$ cat src/hw/rtl/tsxd_pkg.sv
// package: constants and key table of the transport stream packet descrambler
`timescale 1ns / 1ps
package tsxd_pkg;

  localparam int unsigned ByteW = 8;
  localparam int unsigned PosW  = 8;

  localparam logic [ByteW-1:0] SyncByte  = 8'h47;
  localparam logic [PosW-1:0]  PacketLen = 8'd188;
  localparam logic [PosW-1:0]  HeaderLen = 8'd4;
  localparam int unsigned      KeyLen    = 184;

  typedef logic [ByteW-1:0] byte_t;
  typedef logic [PosW-1:0]  pos_t;

  localparam byte_t KeyRom [KeyLen] = '{
    8'h6D, 8'h4E, 8'hF0, 8'h1E, 8'h59, 8'h8B, 8'hB2, 8'hF0,
    8'h31, 8'hF9, 8'hD0, 8'h85, 8'hDD, 8'h84, 8'h4A, 8'h6C,
    8'h15, 8'h1C, 8'h1C, 8'h0A, 8'h5B, 8'h61, 8'h6F, 8'h1A,
    8'hAD, 8'h60, 8'h46, 8'hF2, 8'hD5, 8'h03, 8'h91, 8'hC7,
    8'hB7, 8'hDE, 8'h68, 8'h9A, 8'h07, 8'h47, 8'h62, 8'h5E,
    8'h39, 8'hD6, 8'h7E, 8'h45, 8'h10, 8'h9D, 8'h1A, 8'hC4,
    8'h4C, 8'h7F, 8'hB7, 8'h03, 8'hCC, 8'hAD, 8'h72, 8'h6C,
    8'hE9, 8'h1B, 8'h85, 8'hA8, 8'hEE, 8'h4B, 8'hA9, 8'h3A,
    8'hFF, 8'hF1, 8'h3B, 8'h16, 8'hE0, 8'h59, 8'h4C, 8'h3A,
    8'hD5, 8'h4A, 8'h14, 8'h95, 8'h0A, 8'hD4, 8'h25, 8'h23,
    8'hF6, 8'h2F, 8'hE3, 8'h57, 8'h35, 8'hCE, 8'h52, 8'h84,
    8'h11, 8'hA3, 8'hCB, 8'h34, 8'hA7, 8'h15, 8'h60, 8'hE1,
    8'h98, 8'h71, 8'hF4, 8'h1F, 8'hF7, 8'hBD, 8'h22, 8'h4B,
    8'h61, 8'h8A, 8'hD6, 8'hAF, 8'h24, 8'h27, 8'hC3, 8'hA7,
    8'h07, 8'h9B, 8'hA5, 8'h57, 8'h83, 8'h80, 8'h58, 8'h07,
    8'h1D, 8'hDE, 8'h0A, 8'hD8, 8'hB9, 8'h0A, 8'hBE, 8'hAC,
    8'hA9, 8'h76, 8'h00, 8'h1C, 8'h23, 8'h9F, 8'h82, 8'h79,
    8'h41, 8'h56, 8'hC8, 8'h83, 8'hC3, 8'h38, 8'h37, 8'h4B,
    8'h5A, 8'hED, 8'hC9, 8'hD5, 8'hF2, 8'h87, 8'h02, 8'hC3,
    8'h79, 8'hA0, 8'h61, 8'hD9, 8'h63, 8'h50, 8'hCA, 8'h72,
    8'hC2, 8'h51, 8'h40, 8'h98, 8'hD9, 8'h8B, 8'hED, 8'hA9,
    8'hA1, 8'h4C, 8'hA5, 8'hE7, 8'hAF, 8'hF2, 8'h08, 8'h4D,
    8'h82, 8'hF8, 8'hD5, 8'h02, 8'h61, 8'hD8, 8'hC2, 8'hE1
  };

  // key byte for payload offset idx, zero past the table
  function automatic byte_t key_byte(input pos_t idx);
    byte_t k;
    k = '0;
    if (idx < PosW'(KeyLen)) begin
      k = KeyRom[idx];
    end
    return k;
  endfunction

endpackage

$ cat src/hw/rtl/tsxd_if.sv
// stream interfaces: raw byte input and descrambled result output
`timescale 1ns / 1ps
interface tsxd_in_if;
  logic                valid;
  logic                ready;
  tsxd_pkg::byte_t     in_byte;

  modport source (output valid, output in_byte, input ready);
  modport sink   (input valid, input in_byte, output ready);
endinterface

interface tsxd_out_if;
  logic                valid;
  logic                ready;
  tsxd_pkg::byte_t     out_byte;
  logic                in_packet;
  logic                packet_start;
  logic                packet_end;

  modport source (output valid, output out_byte, output in_packet,
                  output packet_start, output packet_end, input ready);
  modport sink   (input valid, input out_byte, input in_packet,
                  input packet_start, input packet_end, output ready);
endinterface

$ cat src/hw/rtl/ts_packet_sync_xor_descrambler_unit.sv
// top level: transport stream packet sync and xor descrambler
// flow: each input byte is held in the input register and then in the result
//   register, which offers it; an output stall holds it in either register
// throughput: one byte per cycle while the output is not stalled, set by the
//   input and result register stages, each refilling in the cycle it drains
// reset: clears both stage valids and the packet state; the block starts
//   hunting for a sync byte
`timescale 1ns / 1ps
module ts_packet_sync_xor_descrambler_unit (
  input  logic              clk_i,
  input  logic              rst_ni,
  tsxd_in_if.sink           ts_in_i,
  tsxd_out_if.source        ts_out_o
);

  // input register stage
  logic                s1_valid_q;
  tsxd_pkg::byte_t     s1_byte_q;

  // result register stage
  logic                s2_valid_q;
  tsxd_pkg::byte_t     s2_byte_q;
  logic                s2_member_q;
  logic                s2_start_q;
  logic                s2_last_q;

  // packet state
  logic                sync_q, sync_d;
  tsxd_pkg::pos_t      pos_q, pos_d;

  tsxd_pkg::byte_t     res_byte;
  logic                res_member;
  logic                res_start;
  logic                res_last;

  logic                s2_adv;
  logic                s1_load;

  assign s2_adv  = s1_valid_q && (!s2_valid_q || ts_out_o.ready);
  assign s1_load = ts_in_i.valid && ts_in_i.ready;
  assign ts_in_i.ready = !s1_valid_q || s2_adv;

  always_comb begin
    res_byte   = s1_byte_q;
    res_member = 1'b0;
    res_start  = 1'b0;
    res_last   = 1'b0;
    sync_d     = sync_q;
    pos_d      = pos_q;
    if (!sync_q) begin
      if (s1_byte_q == tsxd_pkg::SyncByte) begin
        res_member = 1'b1;
        res_start  = 1'b1;
        sync_d     = 1'b1;
        pos_d      = tsxd_pkg::PosW'(1);
      end
    end else begin
      res_member = 1'b1;
      if (pos_q >= tsxd_pkg::HeaderLen && pos_q < tsxd_pkg::PacketLen) begin
        res_byte = s1_byte_q ^ tsxd_pkg::key_byte(pos_q - tsxd_pkg::HeaderLen);
      end
      // last byte of the packet, back to hunting
      if (pos_q >= tsxd_pkg::PacketLen - tsxd_pkg::PosW'(1)) begin
        res_last = 1'b1;
        sync_d   = 1'b0;
        pos_d    = '0;
      end else begin
        pos_d = pos_q + tsxd_pkg::PosW'(1);
      end
    end
  end

  always_ff @(posedge clk_i or negedge rst_ni) begin
    if (!rst_ni) begin
      s1_valid_q <= 1'b0;
      s2_valid_q <= 1'b0;
      sync_q     <= 1'b0;
      pos_q      <= '0;
    end else begin
      if (ts_in_i.ready) begin
        s1_valid_q <= ts_in_i.valid;
      end
      if (s2_adv) begin
        s2_valid_q <= 1'b1;
        sync_q     <= sync_d;
        pos_q      <= pos_d;
      end else if (ts_out_o.ready) begin
        s2_valid_q <= 1'b0;
      end
    end
  end

  always_ff @(posedge clk_i) begin
    if (s1_load) begin
      s1_byte_q <= ts_in_i.in_byte;
    end
    if (s2_adv) begin
      s2_byte_q   <= res_byte;
      s2_member_q <= res_member;
      s2_start_q  <= res_start;
      s2_last_q   <= res_last;
    end
  end

  assign ts_out_o.valid        = s2_valid_q;
  assign ts_out_o.out_byte     = s2_byte_q;
  assign ts_out_o.in_packet    = s2_member_q;
  assign ts_out_o.packet_start = s2_start_q;
  assign ts_out_o.packet_end   = s2_last_q;

endmodule

$ cat src/flat_wrapper.sv
// flat-port wrapper written by rule: the top's interface ports become plain ports
module ts_packet_sync_xor_descrambler_unit_flat 
  (clk_i, rst_ni, ts_in_i_valid, ts_in_i_in_byte, ts_in_i_ready, ts_out_o_valid, ts_out_o_out_byte, ts_out_o_in_packet, ts_out_o_packet_start, ts_out_o_packet_end, ts_out_o_ready);
  tsxd_in_if ts_in_i_i ();
  tsxd_out_if ts_out_o_i ();
  input  logic clk_i;
  input  logic rst_ni;
  input wire logic [$bits(ts_in_i_i.valid)-1:0] ts_in_i_valid;
  input wire logic [$bits(ts_in_i_i.in_byte)-1:0] ts_in_i_in_byte;
  output wire logic [$bits(ts_in_i_i.ready)-1:0] ts_in_i_ready;
  output wire logic [$bits(ts_out_o_i.valid)-1:0] ts_out_o_valid;
  output wire logic [$bits(ts_out_o_i.out_byte)-1:0] ts_out_o_out_byte;
  output wire logic [$bits(ts_out_o_i.in_packet)-1:0] ts_out_o_in_packet;
  output wire logic [$bits(ts_out_o_i.packet_start)-1:0] ts_out_o_packet_start;
  output wire logic [$bits(ts_out_o_i.packet_end)-1:0] ts_out_o_packet_end;
  input wire logic [$bits(ts_out_o_i.ready)-1:0] ts_out_o_ready;
  assign ts_in_i_i.valid = ts_in_i_valid;
  assign ts_in_i_i.in_byte = ts_in_i_in_byte;
  assign ts_in_i_ready = ts_in_i_i.ready;
  assign ts_out_o_valid = ts_out_o_i.valid;
  assign ts_out_o_out_byte = ts_out_o_i.out_byte;
  assign ts_out_o_in_packet = ts_out_o_i.in_packet;
  assign ts_out_o_packet_start = ts_out_o_i.packet_start;
  assign ts_out_o_packet_end = ts_out_o_i.packet_end;
  assign ts_out_o_i.ready = ts_out_o_ready;
  ts_packet_sync_xor_descrambler_unit u_core (.clk_i(clk_i), .rst_ni(rst_ni), .ts_in_i(ts_in_i_i), .ts_out_o(ts_out_o_i));
endmodule
$ cat config.mk
export PLATFORM = sky130hd
export DESIGN_NAME = ts_packet_sync_xor_descrambler_unit_flat
export DESIGN_NICKNAME = d
export VERILOG_FILES = /design/src/hw/rtl/tsxd_pkg.sv /design/src/hw/rtl/tsxd_if.sv /design/src/hw/rtl/ts_packet_sync_xor_descrambler_unit.sv /design/src/flat_wrapper.sv
export SDC_FILE = /design/constraint.sdc
export NUM_CORES = 1
export LEC_CHECK = 0
export BUFFER_PORTS_ARGS = -buffer_cell sky130_fd_sc_hd__clkbuf_2
export CORE_MARGIN = 2
export CORE_UTILIZATION = 45
export DETAILED_ROUTE_END_ITERATION = 8
export PLACE_DENSITY = 0.6
export SYNTH_ARGS = -nofsm -noshare
export SYNTH_HDL_FRONTEND = slang
export SYNTH_SLANG_ARGS = --single-unit
$ cat constraint.sdc
create_clock -name clk_i -period 7.6 [get_ports clk_i]
set_input_delay 0.76 -clock clk_i [delete_from_list [all_inputs] [get_ports clk_i]]
set_output_delay 0.76 -clock clk_i [all_outputs]
set_load 0.01 [all_outputs]
# Yosys cells after proc, flatten, opt, wreduce, memory -nomap -nowiden
# Memory sizes are Yosys's and may differ from the RTL's.
# Cells that the tools add are included.
classes:
  add_sub_neg: 2
  n_mul: 0
  div_mod_pow: 0
  magnitude_cmp: 5
  eq_ne: 1
  n_shift: 0
  mux: 16
  n_bitwise: 2
  reduce_logical: 10
op_table:
  columns: ["op", "n"]
  rows:
  - ["8-bit two-way mux", 10]
  - ["8-bit less-than comparator, second input constant", 2]
  - ["9-bit >= comparator, second input constant", 1]
  - ["8-bit NOT with 9-bit output", 1]
  - ["8-bit by 1-bit adder with 8-bit output, second input constant", 1]
  - ["8-bit by 7-bit equality test with 1-bit output, second input constant", 1]
  - ["8-bit by 3-bit >= comparator with 1-bit output, second input constant", 1]
  - ["8-bit >= comparator, second input constant", 1]
  - ["8-bit by 3-bit subtractor with 8-bit output, second input constant", 1]
  - ["8-bit bitwise XOR", 1]
  - ["1-bit two-way mux", 6]
  - ["2-bit nonzero test", 2]
  - ["1-bit logical AND", 3]
  - ["1-bit logical NOT", 2]
  - ["1-bit logical OR", 2]
  - ["2-bit AND reduction", 1]
totals:
  regBits: 30
  latch_bits: 0
  ramBits: 0
  mem_bits_ro: 2048
  in_bits: 12
  output_inout_bits: 13
  word_cells: 46
  n_memories: 1
memory_table:
  columns: ["memory", "depth", "width", "read_ports", "rd_clocked_by_memory_dff", "wr", "line", "text"]
  rows:
  - ["(no name shown)", 256, 8, 1, 0, 0, "tsxd_pkg.sv:47", "k = KeyRom[idx];"]

# Logic depth before layout (Yosys ltp)
logic_depth:
  ltp_word: 11
  mapped_depth: 15
  mapped_depth_nobuf: 10

# Worst setup path before layout
# No wires, ideal clock.
synth_timing:
  kind: "register -> register"
  startpoint: "reg u_core.pos_q[2]"
  endpoint: "reg u_core.s2_byte_q[4] (netlist: u_core.ts_out_o.out_byte[4]), data pin"
  t_arrival_ps: 3159
  slack_ps: 4174
  path_stages_with_launch: 14
  synth_period_minus_slack_ps: 3426
  cell_sequence: "dfrtp_1 -> buf_2 -> buf_2 -> inv_1 -> clkbuf_1 -> ha_1 -> buf_2 -> buf_6 -> nor2_1 -> o21a_1 -> a211oi_1 -> a311o_1 -> a221oi_2 -> xor2_1"
synth_between:
  elab_chain_cells: 11
  elab_cells_between_ends: 15
synth_rtl:
  columns: ["item", "line", "text"]
  rows:
  - ["start: declaration", "ts_packet_sync_xor_descrambler_unit.sv:29", "tsxd_pkg::pos_t pos_q, pos_d;"]
  - ["start signal: assignment", "ts_packet_sync_xor_descrambler_unit.sv:86", "pos_q <= pos_d;"]
  - ["8-bit by 3-bit subtractor with 8-bit output", "ts_packet_sync_xor_descrambler_unit.sv:60", "res_byte = s1_byte_q ^ tsxd_pkg::key_byte(pos_q - tsxd_pkg::HeaderLen);"]
  - ["8-bit NOT with 9-bit output (not written as such)", "tsxd_pkg.sv:47", null]
  - ["memory read 256 x 8 bit", null, null]
  - ["8-bit two-way mux (not written as such) (2 in a row)", "tsxd_pkg.sv:47", null]
  - ["8-bit two-way mux", "tsxd_pkg.sv:46", "if (idx < PosW'(KeyLen)) begin"]
  - ["8-bit two-way mux", "ts_packet_sync_xor_descrambler_unit.sv:59", "if (pos_q >= tsxd_pkg::HeaderLen && pos_q < tsxd_pkg::PacketLen) begin"]
  - ["8-bit two-way mux", "ts_packet_sync_xor_descrambler_unit.sv:50", "if (!sync_q) begin"]
  - ["8-bit bitwise XOR", "ts_packet_sync_xor_descrambler_unit.sv:60", null]
  - ["8-bit two-way mux (*)", "ts_packet_sync_xor_descrambler_unit.sv:59", null]
  - ["8-bit two-way mux (*)", "ts_packet_sync_xor_descrambler_unit.sv:50", null]
  - ["named net u_core.res_byte[4]", "ts_packet_sync_xor_descrambler_unit.sv:31", "tsxd_pkg::byte_t res_byte;"]
  - ["end signal: assignment", "ts_packet_sync_xor_descrambler_unit.sv:98", "s2_byte_q <= res_byte;"]
  - ["end: declaration", "ts_packet_sync_xor_descrambler_unit.sv:22", "tsxd_pkg::byte_t s2_byte_q;"]
# Mark *: on every way through the listed nets, which the timed path passes. The rest lies on a longest branch. The select of a mux whose other input is x is not followed.
# A chain may end at the register's enable or synchronous reset.

# Final worst setup path
layout_timing:
  startpoint: "reg u_core.pos_q[2]"
  endpoint: "reg u_core.s2_byte_q[3] (netlist: u_core.ts_out_o.out_byte[3]), data pin"
# The elaborated chain is that of the path after synthesis.

==> results.json <==
{
  "run_status": "completed",
  "route.vias.total": 4695,
  "hold_buffers": 0,
  "synthesized_area_fraction_occupied_by_ao_oa_aoi_and_oai_cells_pct": 36.5,
  "grt_max_degree": 81,
  "mappedNetlistNets": 603,
  "layout.filler_cells": 905,
  "endpoint_kind": "register",
  "vias_in_the_first_global_route": 4299,
  "setup_tns_ps": 0,
  "avgSynthCellArea_sq_um": 7.56,
  "route.final.wire_length_um": 15300,
  "cts.htree.levels": 2,
  "synth.mux.area_fraction_pct": 1.80,
  "maxCapViolations": 0,
  "synth-adder-area-share_pct": 6.40,
  "clock_sink_count": 30,
  "post-cts-setup-buffer-count": 0,
  "synth_enable_flop_cells": 19,
  "post_synth_arst_share_pct": 36.7,
  "initial_core_utilization_pct": 46.5,
  "worstMarginPinSlew_ps": 1100,
  "setup.worst_path.class": "register to register",
  "post_cts_resize_count": 0,
  "rsz0062_at_grt": "no",
  "num_rows": 35,
  "postLayoutCellArea_sq_um": 4440,
  "floorplan.die_area_sq_um": 10400,
  "drt-initial-drc-count": 683,
  "critical-path-max-stage-delay_ps": 840,
  "crit_arrival_ps": 4370,
  "synth-main-ff-cell": "edfxtp_1",
  "cts.clk_slew.worst_paths_ps": 70,
  "grt_pass1_wl_um": 24100,
  "synth.ff_latch_count": 30,
  "grt_antenna_before_repair": 0,
  "hpwlAfterDp_um": 10300,
  "clkLatencyLatePin_ps": 280,
  "clock_tree_from_tritoncts": "built",
  "fp.dieW_um": 102,
  "clockBufferDepth": 2,
  "layout_worst_path_cycle_share_pct": 57.2,
  "floorplan.io_pins": 25,
  "grt_usage_pct": 30.1,
  "flow.area_growth_from_synthesis_pct": 3.23,
  "worstPathCellList": "inv_1 > ha_2 > buf_4 > inv_2 > a21o_1 > o22ai_1 > a221oi_1 > a2111oi_0 > nor3_1 > xor2_1",
  "post_drt_via_cell_ratio": 6.92,
  "routed_wire_length_per_instance_um": 22.6,
  "dr.pass1.iters": 6,
  "drive_above_1_share_pct": 10.7,
  "maxSlewViolCount": 0,
  "antenna_violating_nets_post_route": 0,
  "crit_path_max_fanout": 80,
  "final_hold_viol_count": 0,
  "report.final.setup_viol": 0,
  "placeableCoreArea_sq_um": 9240,
  "timing.max_slew.rel_slack_pct": 26.6,
  "grt-ovfl-total": 0,
  "hold_class": "input port to asynchronous set/reset pin",
  "synth_top_family_by_area": "compound AO/OA/AOI/OAI gates",
  "detail_route.drc_violations": 0,
  "globalplace.congestion": 1.01,
  "placed_cell_area_sq_um": 4360,
  "finish.net_count": 582,
  "clock_skew_ps": 5.42,
  "ys_warn_count": 0,
  "placement.io_buffers": 24,
  "syn_inst": 569,
  "final.min_clock_period_ps": 4340,
  "clockRootBuffer": "clkbuf_8",
  "numCtsBuffers": 5,
  "synth_cell_types": 75,
  "post_synth_xor_area_fraction_pct": 5.09,
  "synth.cell_area_sq_um": 4300,
  "worst_setup_path_start_kind": "register",
  "antenna_cells_inserted": 0,
  "synthSimpleGateAreaFrac_pct": 22.3,
  "floorplan.die.height_um": 102,
  "worstPathRequired_ps": 7630,
  "crit_slowest_cell": "dfrtp_2",
  "synth.yosys.seq_area_share_pct": 19.7,
  "peak_clock_frequency_supported_by_timing_mhz": 230
}
[cells in the final DEF (no fill, tap or decap), drive strengths merged, types with 4 or more instances in the layout]
master and n:
a311oi 10, o21ai 51, a211oi 18, a211o 4
nor2b 15, buf 10, edfxtp 19, nor3 17
or3 4, nand2 51, xnor2 9, dfrtp 11
nor2 33, a22oi 6, a311o 4, ha 22
xor2 10, inv 14, o31ai 8, o22ai 6
nand3 18, o211ai 12, nand3b 6, a221oi 8
o2111ai 5, o311ai 7, a31oi 18, and2 8
nand2b 20, clkbuf 30, a21oi 44
[synth_stat cells, drive strengths merged (6+ instances only)]
cell / count / area, sq um
and2: 8 / 50.1
nand2: 51 / 191
o311ai: 7 / 61.3
nand3: 18 / 90.1
a21oi: 44 / 220
nor3: 17 / 95.1
o22ai: 6 / 37.5
nand3b: 6 / 45.0
inv: 14 / 52.6
nand2b: 20 / 125
a311oi: 10 / 87.6
nor2: 33 / 124
dfrtp: 11 / 275
a31oi: 18 / 113
xnor2: 9 / 105
edfxtp: 19 / 571
o211ai: 12 / 90.1
o21ai: 51 / 255
buf: 41 / 224
a221oi: 8 / 76.3
a22oi: 6 / 45.0
o31ai: 8 / 60.1
xor2: 10 / 114
a211oi: 18 / 135
clkbuf: 21 / 78.8
ha: 22 / 275
nor2b: 15 / 93.8
[flip-flops by register name, summed over array words and instances, names as in the netlist]
name	cells
u_core.pos_q	8
u_core.s1_byte_q	8
u_core.ts_out_o.out_byte	8
u_core.s1_valid_q	1
u_core.sync_q	1
u_core.ts_out_o.in_packet	1
u_core.ts_out_o.packet_end	1
u_core.ts_out_o.packet_start	1
u_core.ts_out_o.valid	1
[stage by stage]
stage	worst slack, ps	hold WS (ps)	cells	util (%)
floorplan	4170	457	569	-
global placement	3380	473	670	47.1
detailed placement	3380	478	670	47.1
CTS	3360	352	678	48.0
global route	2920	366	678	48.0
finish	3260	349	678	48.0
[critical path: cells and delay by family (launching register included)]
family                     cells  cell delay (ps)
xor gates and xnor gates       1              170
AOI/OAI and AO/OA              4             1120
buffers and inverters          3             1170
and+or+nand+nor                1              140
DFF                            1              840
adders and majority gates      1              630
[path summary, 6_finish.rpt]
path,cells after the start,startpoint,to,slack [ps]
min reg2reg,1,u_core.s1_valid_q$_DFFE_PN0N_,u_core.ts_out_o.valid$_DFFE_PN0P_,500
min,1,rst_ni,u_core.ts_out_o.valid$_DFFE_PN0P_,350
max reg2reg,10,u_core.pos_q[2]$_DFFE_PN0P_,u_core.ts_out_o.out_byte[3]$_DFFE_PP_,3260
max,10,u_core.pos_q[2]$_DFFE_PN0P_,u_core.ts_out_o.out_byte[3]$_DFFE_PP_,3260
min in group clk_i,1,u_core.s1_valid_q$_DFFE_PN0N_,u_core.ts_out_o.valid$_DFFE_PN0P_,500
max in group asynchronous,1,rst_ni,u_core.pos_q[2]$_DFFE_PN0P_,7000
[metal layers]
| metal | global-route usage [%] | vias to the layer above | wire length (um) |
|---|---|---|---|
| met3 | 6.63 | 61 | 1620 |
| met4 | 14.2 | 0 | 762 |
| li1 | - | 2121 | - |
| met2 | 41.5 | 324 | 6420 |
| met5 | 0 | - | 0 |
| met1 | 44.1 | 2189 | 6500 |
[final cells by class]
type / count / area (sq um) / share of cell area (%)
tap: 129 / 161 / 3.64
inverter: 14 / 52.6 / 1.18
clock inverter: 2 / 8.76 / 0.197
timing repair buffer: 34 / 195 / 4.40
clock buffer: 6 / 72.6 / 1.64
sequential: 30 / 847 / 19.1
multi-input combinational: 463 / 3100 / 69.9
[logic make-up (layout without fill, tap and decap cells)]
family | after synthesis | count (layout)
buffers and inverters | 76 | 56
muxes | 4 | 4
adders and majority gates | 22 | 22
AOI/OAI and AO/OA | 231 | 231
and+or+nand+nor | 187 | 187
DFF | 30 | 30
xor gates and xnor gates | 19 | 19
Power is left out: the tool's default activity adds up to more than one toggle a clock period on the data nets, which glitch-free logic cannot reach.
